**src/rtl/cdi_pkg.sv**
```systemverilog
// Shared constants, types and cost tables of the disk inflation block.
`default_nettype none
package cdi_pkg;
  localparam int GridW = 64;
  localparam int GridH = 64;
  localparam int MaxRadius = 31;
  localparam int AddrW = $clog2(GridW * GridH);
  localparam int CellsN = GridW * GridH;
  localparam logic [7:0] NoInfo = 8'd255;
  localparam logic [1:0] FuncClear = 2'd0;
  localparam logic [1:0] FuncInflate = 2'd1;
  localparam logic [1:0] FuncRead = 2'd2;

  // Controller commands to the datapath.
  typedef struct packed {
    logic load;     // capture the input beat
    logic clr_wr;   // write NoInfo at the sweep address
    logic cost_go;  // start the cost unit for the current offset
    logic rd_cell;  // read grid at the current cell
    logic wr_cell;  // write merged cost back
    logic step;     // advance offset counters
    logic rd_req;   // read the requested cell
    logic out_load; // place the read result in the output register
  } cdi_cmd_t;

  typedef struct packed {
    logic [1:0] func;
    logic       sweep_done;
    logic       scan_done;
    logic       in_disk;
    logic       cost_done;
  } cdi_sts_t;

  // round(exp(-k) * 2^30)
  function automatic logic [30:0] ek(input logic [2:0] k);
    case (k)
      3'd0: ek = 31'd1073741824;
      3'd1: ek = 31'd395007542;
      3'd2: ek = 31'd145315154;
      3'd3: ek = 31'd53458458;
      3'd4: ek = 31'd19666267;
      3'd5: ek = 31'd7234816;
      default: ek = 31'd2661540;
    endcase
  endfunction

  // floor(2^32 / n) for the Taylor term index n, 1 to 12
  function automatic logic [32:0] recip(input logic [3:0] n);
    case (n)
      4'd1: recip = 33'd4294967296;
      4'd2: recip = 33'd2147483648;
      4'd3: recip = 33'd1431655765;
      4'd4: recip = 33'd1073741824;
      4'd5: recip = 33'd858993459;
      4'd6: recip = 33'd715827882;
      4'd7: recip = 33'd613566756;
      4'd8: recip = 33'd536870912;
      4'd9: recip = 33'd477218588;
      4'd10: recip = 33'd429496729;
      4'd11: recip = 33'd390451572;
      default: recip = 33'd357913941;
    endcase
  endfunction
endpackage
`default_nettype wire

```
**src/rtl/cdi_ctrl.sv**
```systemverilog
// Controller state machine sequencing clear, inflate and read items.
`default_nettype none
module cdi_ctrl (
  input  wire logic              clk,
  input  wire logic              rst,
  input  wire logic              s_tvalid,
  output logic                   s_tready,
  output logic                   m_tvalid,
  input  wire logic              m_tready,
  input  wire cdi_pkg::cdi_sts_t  sts,
  output cdi_pkg::cdi_cmd_t      cmd
);
  localparam logic [2:0] S_INIT = 3'd0, S_IDLE = 3'd1, S_DEC = 3'd2, S_CLR = 3'd3,
    S_VIS = 3'd4, S_WAIT = 3'd5, S_WR = 3'd6, S_RD = 3'd7;
  logic [2:0] state, state_next;
  logic out_next;

  assign s_tready = (state == S_IDLE) && !m_tvalid;

  always_comb begin
    cmd = '0;
    state_next = state;
    out_next = m_tvalid && !m_tready;
    case (state)
      S_INIT: begin
        cmd.clr_wr = 1'b1;
        if (sts.sweep_done) begin
          cmd.clr_wr = 1'b0; state_next = S_IDLE;
        end
      end
      S_IDLE: if (s_tvalid && s_tready) begin
        cmd.load = 1'b1; state_next = S_DEC;
      end
      S_DEC: begin
        if (sts.func == cdi_pkg::FuncClear) state_next = S_CLR;
        else if (sts.func == cdi_pkg::FuncInflate) state_next = S_VIS;
        else if (sts.func == cdi_pkg::FuncRead) begin
          cmd.rd_req = 1'b1; state_next = S_RD;
        end else state_next = S_IDLE;
      end
      S_CLR: begin
        cmd.clr_wr = !sts.sweep_done;
        if (sts.sweep_done) state_next = S_IDLE;
      end
      S_VIS: begin
        if (sts.in_disk) begin
          cmd.cost_go = 1'b1; state_next = S_WAIT;
        end else begin
          cmd.step = 1'b1;
          if (sts.scan_done) state_next = S_IDLE;
        end
      end
      S_WAIT: if (sts.cost_done) begin
        cmd.rd_cell = 1'b1; state_next = S_WR;
      end
      S_WR: begin
        cmd.wr_cell = 1'b1; cmd.step = 1'b1;
        state_next = sts.scan_done ? S_IDLE : S_VIS;
      end
      S_RD: begin
        cmd.out_load = 1'b1; out_next = 1'b1; state_next = S_IDLE;
      end
      default: state_next = S_IDLE;
    endcase
  end

  always_ff @(posedge clk) begin
    if (rst) begin
      state <= S_INIT;
      m_tvalid <= 1'b0;
    end else begin
      state <= state_next;
      m_tvalid <= out_next;
    end
  end
endmodule
`default_nettype wire

```
**config.mk**
```make
export PLATFORM = sky130hd
export DESIGN_NAME = cdi_ctrl
export DESIGN_NICKNAME = d
export VERILOG_FILES = /design/src/rtl/cdi_pkg.sv /design/src/rtl/cdi_ctrl.sv
export SDC_FILE = /design/constraint.sdc
export NUM_CORES = 1
export LEC_CHECK = 0
export ABC_CLOCK_PERIOD_IN_PS = 2200
export BUFFER_PORTS_ARGS = -buffer_cell sky130_fd_sc_hd__clkbuf_2
export CAP_MARGIN = 20
export CORE_AREA = 5 5 42 44
export CTS_CLUSTER_SIZE = 25
export DETAILED_ROUTE_END_ITERATION = 10
export DIE_AREA = 0 0 47 49
export GPL_TIMING_DRIVEN = 0
export PLACE_DENSITY_LB_ADDON = 0.15
export SLEW_MARGIN = 20
export SYNTH_ARGS = -nofsm -noshare
export SYNTH_HDL_FRONTEND = slang
export SYNTH_SLANG_ARGS = --single-unit
```
**constraint.sdc**
```tcl
create_clock -name clk -period 2.2 [get_ports clk]
set_input_delay 0.11 -clock clk [delete_from_list [all_inputs] [get_ports clk]]
set_output_delay 0.11 -clock clk [all_outputs]
set_load 0.005 [all_outputs]
```
==> impl_metrics.toml <==
[outcome]
status = "completed"

[drt]
ant_nets = 0
wl_per_cell_um = 10.2
dr.pass1.iters = 4
wl_met1_um = 399
drc_errors = 0
routed.top_layer = "met3"
drt_wl_total_um = 930
viasPerCell = 4.85
num_vias = 441
wl_met3_um = 83
wl_met2_um = 447
first_iter_violations = 11

[floorplan]
die_area_sq_mm = 0.00230
io_pins = 20
row_count = 14
die_x_um = 47
die_h_um = 49
core_sq_mm = 0.00140
initial_utilization = 0.280

[logic_synthesis]
syn_inst = 53
ys_warn_count = 0
synth_top_family_by_area = "simple AND/OR/NAND/NOR gates"
synthXorXnorAreaFrac = 0
synth-compound-area-share = 0.232
synth_seq_cells = 4
syn_area_sq_um = 393
syn_area_per_cell_sq_um = 7.41
synthSimpleGateAreaFrac = 0.389
synth_largest_area_cell = "dfxtp_1"
synthTopCellsByArea = "dfxtp_1, ha_1, nor2_1"
seq_area_frac_synth = 0.204
ys_types = 26
synth.net_count = 66
synthMuxAreaShare = 0
synthAdderAreaFrac = 0.0955
netlist.area_leader.share = 0.204

[power]
p_switching_uw = 75.1
combPwrFrac = 0.304
p_clk_frac = 0.367
switching_share = 0.302
power_leakage_uw = 0.000267
max-vdd-ir-drop_mv = 0.247
power_density_mw_per_mm2 = 469
p_int_uw = 174
p_seq_frac = 0.329

[placed_design]
dp.final_hpwl_um = 782
dp_slack_ns = 0.611
gp_congestion = 0.710
portBuffers = 19

[critical_path]
slowest_delay_ns = 0.47
crit_fanout = 9
crit_cells = 4
worstPathArrival_ns = 1.69
worstPathRequired_ns = 2.31
r2r-start = "state[2]"
r2r_cells = 4
slowest_stage = "dfxtp_1"
r2r_setup_slack_ns = 0.62
cp-end-kind = "register"
worstPathCellList = "or3b_1 > a211oi_2 > a311o_1 > o31ai_1"
r2r_end = "state[2]"
worst-path-buf-inv = 0
crit_family = "compound AO/OA/AOI/OAI gates"
worst_setup_path_start_kind = "register"
criticalPathCategory = "register to register"

[final_layout]
drive_gt1_frac = 0.360
fillers = 157
final_util = 0.379
num-nets-final = 90
antenna_cells = 0
synthToLayoutAreaGrowth_pct = 35.0

[clock_tree]
cts_resized = 0
numCtsBuffers = 3
cts-root-buf = "clkbuf_4"
cts_setup_buffers = 0
htree_levels = 1
cts_hold_buf = 0
clk_pin_slew_ns = 0.04
cts_tree = "done"
clk_latency_ns = 0.24
clockBufferDepth = 2
cts.sinks = 4

[min_path]
holdCritPathClass = "primary input to register"
whs_endpoint = "m_tvalid"
min_from = "rst"
min_path_cells = 2

[global_route]
grt-ovfl-total = 0
grt_usage = 0.0892
grt_start_max_net_pins = 11
antenna_found_initial = 0
grt_pass1_wl_um = 1530
grt_pass1_vias = 377

[sta]
rsz0062_at_grt = "no"
maxSlewHeadroom = 0.745
min_period_over_period = 0.716
final_period_minus_worst_setup_slack_ns = 1.58
slew_violations = 0
skew_ns = 0.00422
setup_ws_ns = 0.625
hold_viol = 0
worstMarginPinSlew_ns = 0.373
tns_ns = 0
setup_viol = 0
timing.fmax_mhz = 635

[run]
maxCapViolCount = 0
## power by group through the flow
stage          Combinational (uW)  Sequential (uW)  Clock [uW]
3_5_place_dp                 76.0             83.3           0
2_1_floorplan                49.7             82.1           0
6_report                     75.6             82.0        91.3
5_1_grt                      84.7             83.1         102
3_3_place_gp                 76.1             83.4           0
4_1_cts                      76.4             82.1        96.5
## sequential cells by signal (all words and copies together), names as in the netlist
name      flops
state         3
m_tvalid      1
## layout make-up
cell class	instances	area (sq um)	area share
plain buffers	2	8.76	0.0165
multi-input cells	41	282	0.531
repair buffers	19	95.1	0.179
well taps	16	20.0	0.0377
clock buffers	3	22.5	0.0425
inverters	6	22.5	0.0425
flip-flops and latches	4	80.1	0.151
## cells in the final DEF (no fill, tap or decap)
| cell | count |
|---|---|
| a2111oi_0 | 1 |
| clkbuf_1 | 1 |
| buf_2 | 1 |
| clkbuf_2 | 19 |
| clkbuf_4 | 3 |
| o21ai_0 | 3 |
| nor3_1 | 2 |
| nor3b_1 | 2 |
| a21oi_1 | 3 |
| o211ai_1 | 1 |
| inv_1 | 6 |
| dfxtp_1 | 4 |
| ha_1 | 3 |
| nand2b_1 | 2 |
| nor2_1 | 7 |
| and3_1 | 2 |
| nor2b_1 | 2 |
| a221oi_2 | 1 |
| nor4_1 | 1 |
| and2_1 | 2 |
| a211oi_2 | 1 |
| or2_2 | 1 |
| o31ai_1 | 1 |
| a311o_1 | 1 |
| nand2_1 | 2 |
| and3b_1 | 1 |
| or3b_1 | 1 |
| nand2b_4 | 1 |
## metal layers
layer,vias up,global-route usage
met5,-,0
met4,0,0.0276
met3,0,0.0443
met2,17,0.127
met1,190,0.116
li1,234,-
## Yosys cell counts, drive strengths merged
cell,count
and3b,1
nor2,7
dfxtp,4
nor3b,2
nor3,2
or3b,1
o21ai,3
nor4,1
a211oi,1
o31ai,1
o211ai,1
nand2b,3
a221oi,1
inv,6
a21oi,3
and2,2
nand2,2
or2,1
a2111oi,1
ha,3
buf,1
a311o,1
and3,2
nor2b,2
clkbuf,1
## worst max path at each step
stage                        start  slack (ns)  endpoint
final                     state[2]        0.62  state[2]
after global placement    state[2]        0.63  state[2]
after global routing      state[2]        0.50  state[0]
after CTS                 state[2]        0.61  state[0]
after detailed placement  state[2]        0.61  state[0]
after floorplan           state[2]        0.79  state[2]
## cells by family (layout without fill, tap and decap cells)
family	Yosys count	after routing
flops	4	4
simple gates	26	26
buf+inv	8	30
compound gates	12	12
fa+ha+maj	3	3
## through the flow
| stage | total power (uW) | std cells | instance area, sq um | hold WS [ns] |
|---|---|---|---|---|
| 3_3_place_gp | 159 | 88 | 508 | 0.343 |
| 2_1_floorplan | 132 | 53 | 393 | 0.182 |
| 6_report | 249 | 91 | 531 | 0.0956 |
| 5_1_grt | 270 | 91 | 531 | 0.100 |
| 3_5_place_dp | 159 | 88 | 508 | 0.346 |
| 4_1_cts | 255 | 91 | 531 | 0.0941 |
No activity file was read; power rests on OpenSTA's default activity.
